File: src/hw/rtl/tlsfp_pkg.sv
package tlsfp_pkg;

  localparam int unsigned HASHED_SUITE_BYTES = 8;

  localparam logic [31:0] FNV_BASIS = 32'h811c9dc5;
  localparam logic [31:0] HASH_MULT = 32'h01000193;

  localparam logic [7:0]  ETYPE_HI      = 8'h08;
  localparam logic [7:0]  ETYPE_LO      = 8'h00;
  localparam logic [7:0]  PROTO_TCP     = 8'd6;
  localparam logic [7:0]  TLS_HANDSHAKE = 8'd22;
  localparam logic [7:0]  HS_CLIENT_HELLO = 8'd1;
  localparam logic [7:0]  MAX_SESSION_ID  = 8'd32;
  localparam logic [5:0]  MIN_HDR_LEN     = 6'd20;
  localparam logic [15:0] DEST_PORT_RESET = 16'd443;

  localparam int unsigned OUT_DATA_W = 128;

  typedef struct packed {
    logic        matched;
    logic [31:0] fingerprint;
    logic [15:0] hello_version;
    logic [14:0] suite_count;
    logic [31:0] source_addr;
    logic [31:0] dest_addr;
  } result_t;

  function automatic logic [31:0] hash_step(input logic [31:0] h, input logic [7:0] b);
    logic [31:0] x;
    x = h ^ {24'd0, b};
    return x * HASH_MULT;
  endfunction

endpackage

File: src/hw/rtl/tlsfp_parse.sv
module tlsfp_parse (
  input  logic              clk,
  input  logic              rst_n,
  input  logic              step,
  input  logic [7:0]        data_byte,
  input  logic              frame_end,
  input  logic [15:0]       dest_port,
  output tlsfp_pkg::result_t res
);
  import tlsfp_pkg::*;

  logic [15:0] byte_offset_r, byte_offset_nxt;
  logic [5:0]  ip_len_r, ip_len_nxt;
  logic [5:0]  tcp_len_r, tcp_len_nxt;
  logic [5:0]  sid_len_r, sid_len_nxt;
  logic [15:0] list_len_r, list_len_nxt;
  logic [15:0] after_len_r, after_len_nxt;
  logic [31:0] hash_r, hash_nxt;
  logic [15:0] version_r, version_nxt;
  logic [31:0] src_r, src_nxt;
  logic [31:0] dst_r, dst_nxt;
  logic        rejected_r, rejected_nxt;

  logic [15:0] off, tcp_at, tls_at, len_at, len_end;
  logic [31:0] hash_in;
  logic [15:0] clamped;

  assign off     = byte_offset_r;
  assign tcp_at  = 16'd14 + {10'd0, ip_len_r};
  assign tls_at  = tcp_at + {10'd0, tcp_len_r};
  assign len_at  = tls_at + 16'd44 + {10'd0, sid_len_r};
  assign hash_in = hash_step(hash_r, data_byte);

  // Walk the frame: the first position that matches decides what this byte does.
  always_comb begin
    ip_len_nxt    = ip_len_r;
    tcp_len_nxt   = tcp_len_r;
    sid_len_nxt   = sid_len_r;
    list_len_nxt  = list_len_r;
    after_len_nxt = after_len_r;
    hash_nxt      = hash_r;
    version_nxt   = version_r;
    src_nxt       = src_r;
    dst_nxt       = dst_r;
    rejected_nxt  = rejected_r;
    if (!rejected_r) begin
      priority if (off == 16'd12 && data_byte != ETYPE_HI) begin
        rejected_nxt = 1'b1;
      end else if (off == 16'd13 && data_byte != ETYPE_LO) begin
        rejected_nxt = 1'b1;
      end else if (off == 16'd14) begin
        ip_len_nxt = {data_byte[3:0], 2'b00};
        rejected_nxt = ({data_byte[3:0], 2'b00} < MIN_HDR_LEN);
      end else if (off == 16'd23 && data_byte != PROTO_TCP) begin
        rejected_nxt = 1'b1;
      end else if (off >= 16'd26 && off <= 16'd29) begin
        src_nxt = {src_r[23:0], data_byte};
      end else if (off >= 16'd30 && off <= 16'd33) begin
        dst_nxt = {dst_r[23:0], data_byte};
      end else if (off <= 16'd14) begin
      end else if (off == tcp_at + 16'd2 && data_byte != dest_port[15:8]) begin
        rejected_nxt = 1'b1;
      end else if (off == tcp_at + 16'd3 && data_byte != dest_port[7:0]) begin
        rejected_nxt = 1'b1;
      end else if (off == tcp_at + 16'd12) begin
        tcp_len_nxt = {data_byte[7:4], 2'b00};
        rejected_nxt = ({data_byte[7:4], 2'b00} < MIN_HDR_LEN);
      end else if (off <= tcp_at + 16'd12) begin
      end else if (off == tls_at && data_byte != TLS_HANDSHAKE) begin
        rejected_nxt = 1'b1;
      end else if (off == tls_at + 16'd5 && data_byte != HS_CLIENT_HELLO) begin
        rejected_nxt = 1'b1;
      end else if (off == tls_at + 16'd9 || off == tls_at + 16'd10) begin
        version_nxt = {version_r[7:0], data_byte};
        hash_nxt    = hash_in;
      end else if (off == tls_at + 16'd43) begin
        if (data_byte > MAX_SESSION_ID) begin
          rejected_nxt = 1'b1;
        end else begin
          sid_len_nxt = data_byte[5:0];
        end
      end else if (off <= tls_at + 16'd43) begin
      end else if (off == len_at || off == len_at + 16'd1) begin
        list_len_nxt = {list_len_r[7:0], data_byte};
      end else if (off > len_at + 16'd1) begin
        if (after_len_r < 16'(HASHED_SUITE_BYTES) && after_len_r < list_len_r) begin
          hash_nxt = hash_in;
        end
        if (after_len_r != 16'hffff) begin
          after_len_nxt = after_len_r + 16'd1;
        end
      end else begin
        // Session id bytes carry nothing the fingerprint needs.
      end
    end
  end

  assign byte_offset_nxt = (byte_offset_r == 16'hffff) ? byte_offset_r : byte_offset_r + 16'd1;

  // The frame counts as matched once the second list-length byte has been seen.
  assign len_end = 16'd58 + {10'd0, ip_len_nxt} + {10'd0, tcp_len_nxt} + {10'd0, sid_len_nxt};
  assign clamped = (list_len_nxt < after_len_nxt) ? list_len_nxt : after_len_nxt;

  always_comb begin
    res = '0;
    if (!rejected_nxt && off > len_end) begin
      res.matched       = 1'b1;
      res.fingerprint   = hash_nxt;
      res.hello_version = version_nxt;
      res.suite_count   = clamped[15:1];
      res.source_addr   = src_nxt;
      res.dest_addr     = dst_nxt;
    end
  end

  always_ff @(posedge clk) begin
    if (!rst_n || (step && frame_end)) begin
      byte_offset_r <= '0;
      ip_len_r      <= '0;
      tcp_len_r     <= '0;
      sid_len_r     <= '0;
      list_len_r    <= '0;
      after_len_r   <= '0;
      hash_r        <= FNV_BASIS;
      version_r     <= '0;
      src_r         <= '0;
      dst_r         <= '0;
      rejected_r    <= 1'b0;
    end else if (step) begin
      byte_offset_r <= byte_offset_nxt;
      ip_len_r      <= ip_len_nxt;
      tcp_len_r     <= tcp_len_nxt;
      sid_len_r     <= sid_len_nxt;
      list_len_r    <= list_len_nxt;
      after_len_r   <= after_len_nxt;
      hash_r        <= hash_nxt;
      version_r     <= version_nxt;
      src_r         <= src_nxt;
      dst_r         <= dst_nxt;
      rejected_r    <= rejected_nxt;
    end
  end

endmodule

File: src/hw/rtl/tls_client_hello_fingerprint.sv
// TLS ClientHello fingerprint. Frame bytes stream in one per request, starting at the
// Ethernet destination address, with in_tlast on the final byte. The block checks for
// untagged IPv4 carrying TCP to the port held in the configuration register (443 after
// reset) and a TLS handshake record with a ClientHello, and keeps a 32-bit FNV-1a hash
// over the client version and the first eight cipher-suite bytes. Exactly one result
// request leaves per frame, after its last byte; when out_tuser (matched) is low every
// data field is zero. The block takes one byte every clock cycle, as the per-byte parse
// and hash update is a single registered step; while a result waits on out_tready the
// next frame's bytes keep flowing, but a second frame end waits behind it. out_tvalid
// rises as the final byte moves from the input register to the result register.
// Write cfg_wr_data with cfg_wr_en only while no frame is in flight.
module tls_client_hello_fingerprint (
  input  logic                                 clk,
  input  logic                                 rst_n,
  input  logic                                 in_tvalid,
  output logic                                 in_tready,
  input  logic [7:0]                           in_tdata,   // data_byte[7:0]
  input  logic                                 in_tlast,   // frame_end
  output logic                                 out_tvalid,
  input  logic                                 out_tready,
  // fingerprint[31:0], hello_version[47:32], suite_count[62:48],
  // source_addr[94:63], dest_addr[126:95], bit 127 zero
  output logic [tlsfp_pkg::OUT_DATA_W-1:0]     out_tdata,
  output logic                                 out_tuser,  // matched
  input  logic                                 cfg_wr_en,
  input  logic [15:0]                          cfg_wr_data // dest_port
);
  import tlsfp_pkg::*;

  logic [15:0] dest_port_r;
  logic        s1_valid_r;
  logic [7:0]  s1_byte_r;
  logic        s1_end_r;
  logic        out_valid_r;
  result_t     out_res_r;
  result_t     res;
  logic        out_free;
  logic        advance;

  // A byte in the input register moves on unless it ends a frame and the
  // result register is still occupied.
  assign out_free  = !out_valid_r || out_tready;
  assign advance   = s1_valid_r && (!s1_end_r || out_free);
  assign in_tready = !s1_valid_r || advance;

  always_ff @(posedge clk) begin
    if (!rst_n) begin
      dest_port_r <= DEST_PORT_RESET;
    end else if (cfg_wr_en) begin
      dest_port_r <= cfg_wr_data;
    end
  end

  always_ff @(posedge clk) begin
    if (!rst_n) begin
      s1_valid_r <= 1'b0;
    end else if (in_tready) begin
      s1_valid_r <= in_tvalid;
    end
  end

  always_ff @(posedge clk) begin
    if (in_tvalid && in_tready) begin
      s1_byte_r <= in_tdata;
      s1_end_r  <= in_tlast;
    end
  end

  tlsfp_parse u_parse (
    .clk       (clk),
    .rst_n     (rst_n),
    .step      (advance),
    .data_byte (s1_byte_r),
    .frame_end (s1_end_r),
    .dest_port (dest_port_r),
    .res       (res)
  );

  always_ff @(posedge clk) begin
    if (!rst_n) begin
      out_valid_r <= 1'b0;
    end else if (advance && s1_end_r) begin
      out_valid_r <= 1'b1;
    end else if (out_tready) begin
      out_valid_r <= 1'b0;
    end
  end

  always_ff @(posedge clk) begin
    if (advance && s1_end_r) begin
      out_res_r <= res;
    end
  end

  assign out_tvalid = out_valid_r;
  assign out_tuser  = out_res_r.matched;
  assign out_tdata  = {1'b0, out_res_r.dest_addr, out_res_r.source_addr,
                       out_res_r.suite_count, out_res_r.hello_version,
                       out_res_r.fingerprint};

endmodule

File: config.mk
export PLATFORM = sky130hd
export DESIGN_NAME = tls_client_hello_fingerprint
export DESIGN_NICKNAME = d
export VERILOG_FILES = /design/src/hw/rtl/tlsfp_pkg.sv /design/src/hw/rtl/tlsfp_parse.sv /design/src/hw/rtl/tls_client_hello_fingerprint.sv
export SDC_FILE = /design/constraint.sdc
export NUM_CORES = 1
export LEC_CHECK = 0
export CORE_MARGIN = 4
export CORE_UTILIZATION = 45
export DETAILED_ROUTE_END_ITERATION = 8
export DONT_BUFFER_PORTS = 1
export GPL_TIMING_DRIVEN = 0
export PLACE_DENSITY_LB_ADDON = 0.05
export SETUP_SLACK_MARGIN = 0.05
export SKIP_LAST_GASP = 1
export SLEW_MARGIN = 30
export SYNTH_ARGS = -nofsm -noshare
export SYNTH_HDL_FRONTEND = slang
export SYNTH_SLANG_ARGS = --single-unit
File: constraint.sdc
create_clock -name clk -period 11 [get_ports clk]
set_input_delay 0.55 -clock clk [delete_from_list [all_inputs] [get_ports clk]]
set_output_delay 0.55 -clock clk [all_outputs]
set_load 0.02 [all_outputs]
# Yosys cells after proc, flatten, opt, wreduce, memory -nomap -nowiden

Cells that the tools add are included.

Register bits after elaboration: 334
Input bits: 30
Output and inout bits: 131
Logic and storage cells: 246

Add/subtract/negate cells: 17
Multipliers: 1
Order comparisons: 15
Equal/unequal tests: 22
Muxes and demuxes: 139
Bitwise gates (word level): 2
Reductions and logical operators: 28

Operator list:

| cell                   | number |
|---|---|
| $mux 32                | 33 |
| $mux 16                | 54 |
| $mux 6                 | 32 |
| $eq 16x16->1           | 10 |
| $mux 128               | 1 |
| $add 16x6->16          | 4 |
| $add 16x1->16 const B  | 3 |
| $add 16x4->16 const B  | 3 |
| $eq 16x4->1 const B    | 3 |
| $add 16x2->16 const B  | 2 |
| $add 16x6->16 const B  | 2 |
| $ge 16x5->1 const B    | 2 |
| $gt 16x16->1           | 2 |
| $le 16x16->1           | 2 |
| $lt 16x16->1           | 2 |
| $mul 32x25->32 const B | 1 |
| $xor 32x8->32          | 1 |
| $mux 1                 | 19 |
| $add 16x3->16 const B  | 1 |
| $eq 16x16->1 const B   | 1 |
| $eq 16x5->1 const B    | 1 |
| $le 16x4->1 const B    | 1 |
| $le 16x5->1 const B    | 1 |
| $le 16x6->1 const B    | 1 |
| 18 further kinds       | 42 |

# Longest topological paths before layout

Gate-level depths: netlist (run 1).

Word-level depth: 28
Depth in mapped cells: 42
Depth with buffers taken out: 38

# By module

A second synthesis (run 1) with hierarchy kept.

Cells, all modules: 2799
Area, all modules: 24812.5 um^2

By module, submodules not included:

| module                       | instances | cells each | area each (um^2) | seq. area each (um^2) |
|---|---|---|---|---|
| tlsfp_parse                  | 1         | 2597       | 19986.7          | 3583.4 |
| tls_client_hello_fingerprint | 1         | 202        | 4825.9           | 4474.3 |

# Worst setup path before layout (run 1)

No wires, ideal clock.

Path type: register to register
Start: register u_parse.ip_len_r[1]
End: register out_res_r (netlist bit out_tdata[59]) (data pin)
Setup time: 0.140 ns
Arrival time: 8.085 ns
Data required time: 10.860 ns
Slack: 2.776 ns
Cell stages (with the launch flop): 40
Buffers on the path: 3
Clock period less this slack: 8.224 ns
Cell sequence: dfxtp_1 > inv_1 > ha_1 > xnor2_1 > inv_1 > ha_1 > buf_2 > o21ai_0 > nor2_1 > nor2_1 > clkinv_1 > ha_1 > inv_1 > ha_1 > a211oi_1 > nor2_1 > xor2_1 > inv_1 > (+4 left out) > and4_1 > and3_1 > nor2_1 > a2111oi_4 > buf_4 > mux2i_1 > inv_1 > ha_1 > a21o_1 > a21o_1 > a21oi_1 > nor3_1 > a211oi_1 > o21ai_0 > a31oi_4 > buf_6 > mux2_1 > nor2_1

Longest elaborated chain between the ends: 27
Elaborated cells on any way between the ends: 123
Those cells by class: add/sub: 15; order compare: 5; eq/ne: 10; mux: 85; reduce/logical: 8

Ends and longest elaborated chain:

| element                           | line                               | text |
|---|---|---|
| start, declared                   | tlsfp_parse.sv:13                  | `logic [5:0] ip_len_r, ip_len_nxt;` |
| start signal, assigned            | tlsfp_parse.sv:131                 | `ip_len_r <= ip_len_nxt;` |
| $add 4x6->7 *                     | tlsfp_parse.sv:29                  | `assign tcp_at = 16'd14 + {10'd0, ip_len_r};` |
| $add 16x6->16                     | tlsfp_parse.sv:30                  | `assign tls_at = tcp_at + {10'd0, tcp_len_r};` |
| $add 16x6->16 (2 in series)       | tlsfp_parse.sv:31                  | `assign len_at = tls_at + 16'd44 + {10'd0, sid_len_r};` |
| $add 16x1->16                     | tlsfp_parse.sv:83                  | `end else if (off == len_at \|\| off == len_at + 16'd1) begin` |
| $eq 16x16->1                      | tlsfp_parse.sv:83                  |  |
| $logic_or 1x1->1                  | tlsfp_parse.sv:83                  |  |
| $mux 16                           | tlsfp_parse.sv:83                  |  |
| $mux 16                           | tlsfp_parse.sv:82                  | `end else if (off <= tls_at + 16'd43) begin` |
| (+11 left out)                    | --                                 |  |
| $mux 16 *                         | tlsfp_parse.sv:54                  | `end else if (off == 16'd23 && data_byte != PROTO_TCP) begin` |
| $mux 16 *                         | tlsfp_parse.sv:51                  | `end else if (off == 16'd14) begin` |
| $mux 16 *                         | tlsfp_parse.sv:49                  | `end else if (off == 16'd13 && data_byte != ETYPE_LO) begin` |
| $mux 16 *                         | tlsfp_parse.sv:47                  | `priority if (off == 16'd12 && data_byte != ETYPE_HI) begin` |
| $mux 16 *                         | tlsfp_parse.sv:46                  | `if (!rejected_r) begin` |
| named net u_parse.list_len_nxt[5] | tlsfp_parse.sv:16                  | `logic [15:0] list_len_r, list_len_nxt;` |
| $lt 16x16->1 *                    | tlsfp_parse.sv:102                 | `assign clamped = (list_len_nxt < after_len_nxt) ? list_len_nxt : after_len_nxt;` |
| $mux 16 *                         | tlsfp_parse.sv:102                 |  |
| end signal, assigned              | tls_client_hello_fingerprint.sv:91 | `out_res_r <= res;` |
| end, declared                     | tls_client_hello_fingerprint.sv:35 | `result_t out_res_r;` |

Mark *: on every way through the listed nets, which the timed path passes. The rest lies on a longest branch.
A chain may end at the register's enable or synchronous reset.

# Worst setup path in the final report (run 1)

Start: register u_parse.ip_len_r[1]
End: register out_res_r (netlist bit out_tdata[40]) (data pin)

Longest elaborated chain between the ends: 23
Elaborated cells on any way between the ends: 91
Those cells by class: add/sub: 12; order compare: 2; eq/ne: 8; mux: 62; reduce/logical: 7

Ends and longest elaborated chain:

| element                                        | line                                 | text |
|---|---|---|
| $add 4x6->7                                    | tlsfp_parse.sv:29                    |  |
| $add 16x6->16                                  | tlsfp_parse.sv:30                    |  |
| $add 16x6->16 or $add 16x4->16 (tied branches) | tlsfp_parse.sv:76, tlsfp_parse.sv:73 |  |
| $eq 16x16->1, on equally long branches         | tlsfp_parse.sv:76, tlsfp_parse.sv:73 |  |
| $mux 6 or $logic_or 1x1->1 (tied branches)     | tlsfp_parse.sv:76, tlsfp_parse.sv:73 |  |
| $mux 6                                         | tlsfp_parse.sv:73                    | `end else if (off == tls_at + 16'd9 \|\| off == tls_at + 16'd10) begin` |
| $mux 6                                         | tlsfp_parse.sv:71                    | `end else if (off == tls_at + 16'd5 && data_byte != HS_CLIENT_HELLO) begin` |
| $mux 6                                         | tlsfp_parse.sv:69                    | `end else if (off == tls_at && data_byte != TLS_HANDSHAKE) begin` |
| (+7 left out)                                  | --                                   |  |
| $mux 6                                         | tlsfp_parse.sv:54                    |  |
| $mux 6                                         | tlsfp_parse.sv:51                    |  |
| $mux 6                                         | tlsfp_parse.sv:49                    |  |
| $mux 6                                         | tlsfp_parse.sv:47                    |  |
| $mux 6                                         | tlsfp_parse.sv:46                    |  |
| $add 16x6->16                                  | tlsfp_parse.sv:101                   | `assign len_end = 16'd58 + {10'd0, ip_len_nxt} + {10'd0, tcp_len_nxt} + {10'd0, sid_len_nxt};` |
| $gt 16x16->1                                   | tlsfp_parse.sv:106                   | `if (!rejected_nxt && off > len_end) begin` |
| $logic_and 1x1->1                              | tlsfp_parse.sv:106                   |  |

Parallel ways exist; a longest one is shown, timed or not.

==> results of run 1 <==
==> sequential cells by signal, indices dropped and copies added (netlist names), 8 cells and up <==
signal and cells:
u_parse.hash_r 32, u_parse.dst_r 32, u_parse.src_r 32, out_tdata 127
u_parse.version_r 16, dest_port_r 16, u_parse.byte_offset_r 16, s1_byte_r 8
u_parse.list_len_r 16, u_parse.after_len_r 16
==> kinds of logic (layout without fill, tap and decap cells) <==
group / after synthesis / after routing
AOI/OAI and AO/OA: 477 / 477
muxes: 116 / 116
xor gates and xnor gates: 162 / 162
adders and majority gates: 374 / 374
and+or+nand+nor: 824 / 824
buffers and inverters: 487 / 565
other: 2 / 3
DFF: 334 / 334
==> cells in the final DEF (no fill, tap or decap), types with 14 or more instances in the layout <==
cell type	instances
sky130_fd_sc_hd__nand2b_1	18
sky130_fd_sc_hd__a21o_1	35
sky130_fd_sc_hd__xor2_1	81
sky130_fd_sc_hd__mux2i_1	104
sky130_fd_sc_hd__nand4_1	33
sky130_fd_sc_hd__ha_1	291
sky130_fd_sc_hd__fa_1	83
sky130_fd_sc_hd__nand2_1	372
sky130_fd_sc_hd__xnor2_1	75
sky130_fd_sc_hd__edfxtp_1	137
sky130_fd_sc_hd__nand3_1	44
sky130_fd_sc_hd__nor2_1	176
sky130_fd_sc_hd__and3_1	22
sky130_fd_sc_hd__o21ai_0	56
sky130_fd_sc_hd__inv_1	354
sky130_fd_sc_hd__nor2b_1	37
sky130_fd_sc_hd__nor3_1	34
sky130_fd_sc_hd__dfxtp_1	197
sky130_fd_sc_hd__clkbuf_16	40
sky130_fd_sc_hd__clkbuf_1	106
sky130_fd_sc_hd__a211oi_1	35
sky130_fd_sc_hd__a21oi_1	241
sky130_fd_sc_hd__nor4_1	14
==> repair_timing <==
| action | 4_1_cts | 5_1_grt |
|---|---|---|
| endpoints found under the setup margin | 0 | 46 |
| hold buffers | 0 | 0 |
| resized for setup | 0 | 5 |
| buffers inserted | 0 | 1 |
==> cell type report <==
type | count | share of cell area, %
buffer | 130 | 1.96
clock buffer | 46 | 3.87
clock inverter | 28 | 1.10
inverter | 357 | 4.97
multi-input combinational | 1956 | 54.7
sequential | 334 | 29.9
tap | 696 | 3.23
timing repair buffer | 4 | 0.260
==> power breakdown <==
group / switching, W / total (W) / internal, W
registers: 0.0000268 / 0.00133 / 0.00130
clock network: 0.000581 / 0.00137 / 0.000787
logic: 0.000696 / 0.00115 / 0.000454
==> worst max-delay path by stage <==
| stage | start | end | slack [ns] | cells after the start |
|---|---|---|---|---|
| 2_1_floorplan | u_parse.ip_len_r[1]$_SDFFE_PP0P_ | out_tdata[59]$_SDFFCE_PN0P_ | 2.78 | 39 |
| 3_3_place_gp | u_parse.ip_len_r[1]$_SDFFE_PP0P_ | out_tdata[98]$_SDFFCE_PN0P_ | 0.41 | 34 |
| 3_5_place_dp | u_parse.ip_len_r[1]$_SDFFE_PP0P_ | out_tdata[62]$_SDFFCE_PN0P_ | 0.44 | 39 |
| 4_1_cts | u_parse.ip_len_r[1]$_SDFFE_PP0P_ | out_tdata[62]$_SDFFCE_PN0P_ | 0.35 | 39 |
| 5_1_grt | u_parse.ip_len_r[1]$_SDFFE_PP0P_ | out_tdata[62]$_SDFFCE_PN0P_ | 0.05 | 41 |
| 6_report | u_parse.ip_len_r[1]$_SDFFE_PP0P_ | out_tdata[40]$_SDFFCE_PN0P_ | 0.70 | 35 |
==> through the flow <==
stage	power (W)	setup slack [ns]	cell area, sq um	utilization, %	cells
floorplan	0.00223	2.78	24600	-	2777
global placement	0.00249	0.413	25500	47.2	3473
detailed placement	0.00251	0.443	25600	47.4	3476
CTS	0.00389	0.348	26900	49.9	3550
global route	0.00410	0.0486	27000	49.9	3551
finish	0.00385	0.697	27000	49.9	3551
==> routing by layer <==
| metal | vias to the layer above | share of wire (%) |
|---|---|---|
| met5 | - | 0 |
| met4 | 0 | 2.5 |
| met3 | 107 | 5.8 |
| met2 | 491 | 47 |
| met1 | 9507 | 45 |
| li1 | 9497 | - |
==> run summary, run 1 <==
The category of cells accounting for the largest share of critical-path delay is compound AO/OA/AOI/OAI gates. The routed length per placed instance is 21.0 microns. The number of antenna violations at the first check in global routing came to 0.

The worst hold path begins at in_tdata[0]. The final period demand of the worst path came out at 10.30 ns. The fill cell instance count of the final layout is 5187. The final-report setup violation count came out at 0.

After synthesis, flip-flops and latches occupy 32.7% of the total area. The register area came out at 8060 sq um. The die is 242 microns wide. The number of distinct library cells after synthesis came out at 86.

The detailed router's first-iteration violation count is 1248. The fmax came out at 97.1 MHz. For this configuration, the core starts out at a cell density of 45.6%. After synthesis, the largest family of logic cells by area is adder cells. Of the total synthesized cell area, the portion taken by AND, OR, NAND and NOR gates is 15.3%.

STA puts the critical path data arrival time at 10.57 ns. The stage delay of the slowest cell on the critical path is 0.67 ns. The largest clock skew in the final design came out at 0.0265 ns.

The net count of the finished layout is 3227. The data required time of the worst path is 11.26 ns. The number of CTS-inserted buffers is 40. The buffers plus inverters on the worst setup path came out at 8. The final hold violation count came out at 0.

The worst register-to-register path ends at out_tdata[40]$_SDFFCE_PN0P_. The final antenna-violating net count came out at 0. The depth of the worst register-to-register path is 35. The run finished with clean final reports. The max-slew headroom at the worst pin is 34.6%. Synthesis handed over a netlist of 2776 instances. The area growth from synthesis to layout is 9.45%. The mux cell area share after synthesis came out at 4.77%.

For this run, the detailed router's first-pass iteration total came to 5. The final weighted congestion in routability-driven placement is 0.929. The primary flip-flop cell chosen by synthesis mapping is sky130_fd_sc_hd__dfxtp_1. The post-synthesis compound-gate area fraction came out at 12.1%. The critical path is of the reg -> reg type. The top cell type's share of synthesized area came out at 16.7%. The slew of the pin with the lowest slew margin is 0.981 ns. The max capacitance violation total came out at 0. The via count is 19.6k. In the final layout, the multi-input gates occupy 14800 sq um. The clock net in this run drives a total of 334 sinks. The startpoint identified for the worst register-to-register timing path is u_parse.ip_len_r[1]$_SDFFE_PP0P_. In the synthesized netlist the async set-or-reset flop fraction comes to 0%. TritonCTS built the clock tree. The wire length reported by the detailed router came out at 74500 microns. Dividing the detail-routed via count by the number of cells gives 5.52. The element type at the critical path start is a flop. The final count of pins violating max slew is 0.

The slowest cell on the critical path is sky130_fd_sc_hd__fa_1. The adder and majority cell fraction of the synthesized area came out at 21.5%. The met2 track utilization from global routing came out at 41.5%.

The first-pass GRT wire length is 114000 microns. In this run the number of H-tree levels came out at 2. The height of the die came out at 242 microns. The total global-route track usage is 24.8%. The later-pin clock latency in the skew report came out at 0.59 ns.

The largest total area in the synthesized netlist belongs to sky130_fd_sc_hd__edfxtp_1. Summing the areas of all xor and xnor instances in the mapped netlist gives 5.98% of the synthesized area. The number of top-level design ports came out at 161. The floorplan step defined a core boundary enclosing 54000 sq um. The accumulated negative setup slack came out at 0 ns. The global-route congestion overflow total is 0.

The layer flagged by global routing as most heavily used is met2. The synthesis-stage register bit count came out at 334. By area the synthesized netlist is led by sky130_fd_sc_hd__edfxtp_1 17%, sky130_fd_sc_hd__dfxtp_1 16%, sky130_fd_sc_hd__ha_1 15%. The longest clock path from root to sink contains 3 buffers.

STA classifies the critical path endpoint as a flop. The count of port buffers added during placement is 0. The class of the worst hold path is in -> reg.

In the finished design, the share of the clock period the worst path needs comes to 93.7%. The count of flip-flops with a built-in enable after synthesis is 137. By instance count, the leading cell after synthesis is sky130_fd_sc_hd__nand2_1. Once detailed placement completed, the half-perimeter wirelength came to 57200 microns.

Dividing total power by cell area gives a power density of 143 nW/um^2. The slack of the worst reg-to-reg path came out at 0.70 ns. For this run, global-route usage on met3 was measured as 4.32%.

The cell leakage power came out at 11.3 nW. IR analysis of the VDD net gives a maximum drop of 102 uV. 0 antenna diodes ended up in the layout. Yosys printed 0 warnings.

The share of post-route cells with drive strength above 1 is 4.20%. The die covers 58600 sq um. Entering global routing, the biggest net connects 53 pins. The number of remaining DRC errors came out at 0. The buffer type at the clock tree root is sky130_fd_sc_hd__clkbuf_16.

The post-synthesis area per instance came out at 8.88 sq um. The post-route worst hold slack came out at 0.0614 ns. Setup repair after global routing could not meet its margin everywhere. After synthesis, the most frequently instantiated cells are 372 x sky130_fd_sc_hd__nand2_1, 354 x sky130_fd_sc_hd__inv_1, 291 x sky130_fd_sc_hd__ha_1.

The fraction of met1 tracks used by global routing came out at 33.5%. The number of cells traversed by the worst hold path came out at 0. The cell row count is 85. The worst hold path terminates at s1_byte_r[0]$_DFFE_PP_.

The post-synth design cell area is 24600 sq um. The worst-path maximum fanout is 12. The number of global-route vias before repair came out at 19.2k. The clock transition at the registers of the reported paths is 0.06 ns.
(Power assumes the default switching activity.)
==> inputs of run 2 (changes only) <==
- BUFFER_PORTS_ARGS: default -> -buffer_cell sky130_fd_sc_hd__buf_2
- DONT_BUFFER_PORTS: 1 -> default
==> run 2 against run 1 <==
Setup slack better by 0.056 ns. Critical endpoint is now out_tdata[62]$_SDFFCE_PN0P_. Final area grew 3.2%. Fmax rose by 0.54%. Non-clock buffer count is 159 higher. Total power grew 1.2%. Global-route usage rose by 0.10 points. Largest power group unchanged. Count of clock-buffer cells in the layout is 6 higher. Via count up 3.2%. Sequential power about the same. First-iteration DRC count is 1.3% lower.
==> run summary, run 2 (synthesized netlist as in run 1, its figures left out) <==
The horizontal die dimension is 242 microns (unchanged). The worst flop-to-flop path startpoint was u_parse.ip_len_r[1]$_SDFFE_PP0P_ (unchanged). The fmax is 97.6 MHz (was 97.1 MHz). The final count of pins violating max slew came out at 0 (unchanged). The total global-route track usage is 24.9% (was 24.8%).

The signal arrival time at the worst endpoint came to 10.65 ns (was 10.57 ns). The worst-path maximum fanout came to 12 (unchanged). The pin count of the biggest net entering global routing came out at 48 (was 53). The count of hold-fix buffers inserted at cts came out at 0 (unchanged).

The routed length on met2 is 35000 microns (was 34900 microns). The final weighted congestion in routability-driven placement is 0.943 (was 0.929). The end point of the critical path was out_tdata[62]$_SDFFCE_PN0P_ (was out_tdata[40]$_SDFFCE_PN0P_). The cell row count is 85 (unchanged). The slowest cell on the critical path is sky130_fd_sc_hd__dfxtp_1 (was sky130_fd_sc_hd__fa_1). Among the stages of the critical path, the cell type that occurs most often is sky130_fd_sc_hd__ha_1. The final period demand of the worst path is 10.25 ns (was 10.30 ns). The stage delay of the slowest cell on the critical path came out at 0.67 ns (about the same). The initial core utilization is 45.6% (unchanged).

Setup repair after global routing missed its margin: no (was yes). The total power of the final layout came out at 0.00389 W (was 0.00385 W). The max-slew headroom at the worst pin is 31.0% (was 34.6%). The wire length on met1 is 34700 microns (was 33400 microns). The power density over the cells is 140 nW/um^2 (was 143 nW/um^2). The first-pass GRT wire length came out at 116000 microns (was 114000 microns).

The height of the die is 242 microns (unchanged). The number of remaining DRC errors is 0 (unchanged). The number of H-tree levels came to 2 (unchanged). The number of CTS-inserted buffers came out at 41 (was 40). The most frequent standard cell in the layout excluding fill and tap cells is sky130_fd_sc_hd__nand2_1 (unchanged). The worst slack after detailed placement came out at 0.432 ns (was 0.443 ns). The later-pin clock latency in the skew report is 0.59 ns (about the same). The net count of the finished layout came to 3387 (was 3227). The routed length per placed instance came to 20.1 microns (was 21.0 microns). The slew of the pin with the lowest slew margin is 1.03 ns (was 0.981 ns). The peak ir drop on the vdd network is 122 uV (was 102 uV). The core outline area is 54000 sq um (unchanged).

The clock net sink count came out at 334 (unchanged). The final cycle utilization of the critical path came out at 93.2% (was 93.7%). The kind of critical path was reg -> reg (unchanged). The global-route congestion overflow total was 0 (unchanged). The largest clock skew in the final design is 0.0294 ns (was 0.0265 ns). The final antenna-violating net count is 0 (unchanged). The number of antenna violations at the first check in global routing came out at 1 (was 0). The accumulated negative setup slack came out at 0 ns (unchanged). The final worst setup slack came to 0.753 ns (was 0.697 ns). The final-report setup violation count came out at 0 (unchanged).

The utilization of the core after routing came out at 51.5% (was 49.9%). The number of global-route vias before repair is 20.0k (was 19.2k). The via density per instance is 5.45 (was 5.52). The die area was 58600 sq um (unchanged). The share of post-route cells with drive strength above 1 came out at 9.32% (was 4.20%). The data required time of the worst path is 11.40 ns (was 11.26 ns).

The clock transition at the registers of the reported paths came out at 0.06 ns (about the same). The cell leakage power is 12.0 nW (was 11.3 nW). The clock tree from TritonCTS was yes (unchanged). The maximum clock insertion buffer count came out at 3 (unchanged). The depth of the worst register-to-register path is 39 (was 35). The wire length reported by the detailed router is 74600 microns (was 74500 microns). The top routing layer in use is met4 (unchanged). The slack of the worst reg-to-reg path is 0.75 ns (was 0.70 ns).

The max capacitance violation total is 0 (unchanged). The number of top-level design ports came to 161 (unchanged). The class of the worst hold path was in -> reg (unchanged). Outcome: finished clean (unchanged).

The detailed placer's ending HPWL came out at 57300 microns (was 57200 microns). The routed wire length on met3 is 2870 microns (was 4280 microns). The critical path startpoint is u_parse.ip_len_r[1]$_SDFFE_PP0P_ (unchanged). The number of search-and-repair iterations in the first detailed-routing pass came to 5 (unchanged).

The buffer type at the clock tree root is sky130_fd_sc_hd__clkbuf_16 (unchanged). The detailed router's first-iteration violation count is 1232 (was 1248). The kind of capture point of the worst setup path is a flop (unchanged). The via count came out at 20.2k (was 19.6k). The element type at the critical path start is a flop (unchanged).

The final hold violation count came out at 0 (unchanged). The flip-flop count of the largest register, all copies and words added came to 127 (unchanged). The relative area change from synthesis to final layout came out at 12.9% (was 9.45%). The count of port buffers added during placement came to 158 (was 0). Commonest non-fill, non-tap cells in the layout: 372 x sky130_fd_sc_hd__nand2_1, 354 x sky130_fd_sc_hd__inv_1, 291 x sky130_fd_sc_hd__ha_1 (unchanged). The reg-to-reg critical path endpoint was out_tdata[62]$_SDFFCE_PN0P_ (was out_tdata[40]$_SDFFCE_PN0P_).
run 2: power breakdown:
group	internal (W)	total (W)	switching, W
combinational	0.000462	0.00117	0.000705
clock	0.000830	0.00141	0.000576
sequential	0.00130	0.00132	0.0000163
total	0.00260	0.00389	0.00130
run 2: how the worst min path moves through the flow:
stage                                        from                                  to  slack [ns]  cells after the start
2_1_floorplan      u_parse.dst_r[24]$_SDFFE_PP0P_      u_parse.dst_r[24]$_SDFFE_PP0P_        0.43                      2
3_3_place_gp   u_parse.version_r[15]$_SDFFE_PP0P_  u_parse.version_r[15]$_SDFFE_PP0P_        0.44                      2
3_5_place_dp       u_parse.src_r[27]$_SDFFE_PP0P_      u_parse.src_r[27]$_SDFFE_PP0P_        0.45                      2
4_1_cts                               in_tdata[0]              s1_byte_r[0]$_DFFE_PP_        0.11                      1
5_1_grt                               in_tdata[0]              s1_byte_r[0]$_DFFE_PP_        0.12                      1
6_report                              in_tdata[0]              s1_byte_r[0]$_DFFE_PP_        0.15                      1
run 2: area by class of cell:
| type | instances | area [sq um] |
|---|---|---|
| fillers | 5091 | 26200 |
| multi-input cells | 1956 | 14800 |
| flip-flops and latches | 334 | 8060 |
| inverters | 357 | 1340 |
| clock buffers | 52 | 1100 |
| well taps | 696 | 871 |
| repair buffers | 163 | 868 |
| plain buffers | 130 | 528 |
| clock inverters | 24 | 294 |
| diodes | 1 | 2.50 |
run 2: metrics by stage:
stage,cell area [sq um],cells,hold WS [ns]
after global placement,26300,3631,0.440
after global routing,27800,3712,0.125
after CTS,27800,3710,0.106
after floorplan,24600,2777,0.432
after detailed placement,26400,3634,0.447
final,27800,3713,0.145
run 2: metal layers:
metal,global-route usage [%],vias to the layer above
li1,-,9837
met3,2.74,118
met5,0,-
met1,33.9,9823
met4,6.91,0
met2,42.1,459
run 2: worst max-delay path, delay by kind of cell (launching register included):
family          cells  cell delay, ns
simple gates       10            1.98
buf+inv             9            1.66
compound gates      9            2.19
xor+xnor            3            0.91
flops               1            0.67
fa+ha+maj           6            1.88
mux                 2            0.78
run 2: repair_timing:
item | in CTS | in global routing
endpoints found under the setup margin | 0 | 43
gates resized for setup | 0 | 6
setup buffers | 0 | 2
hold endpoints to repair | 0 | 0
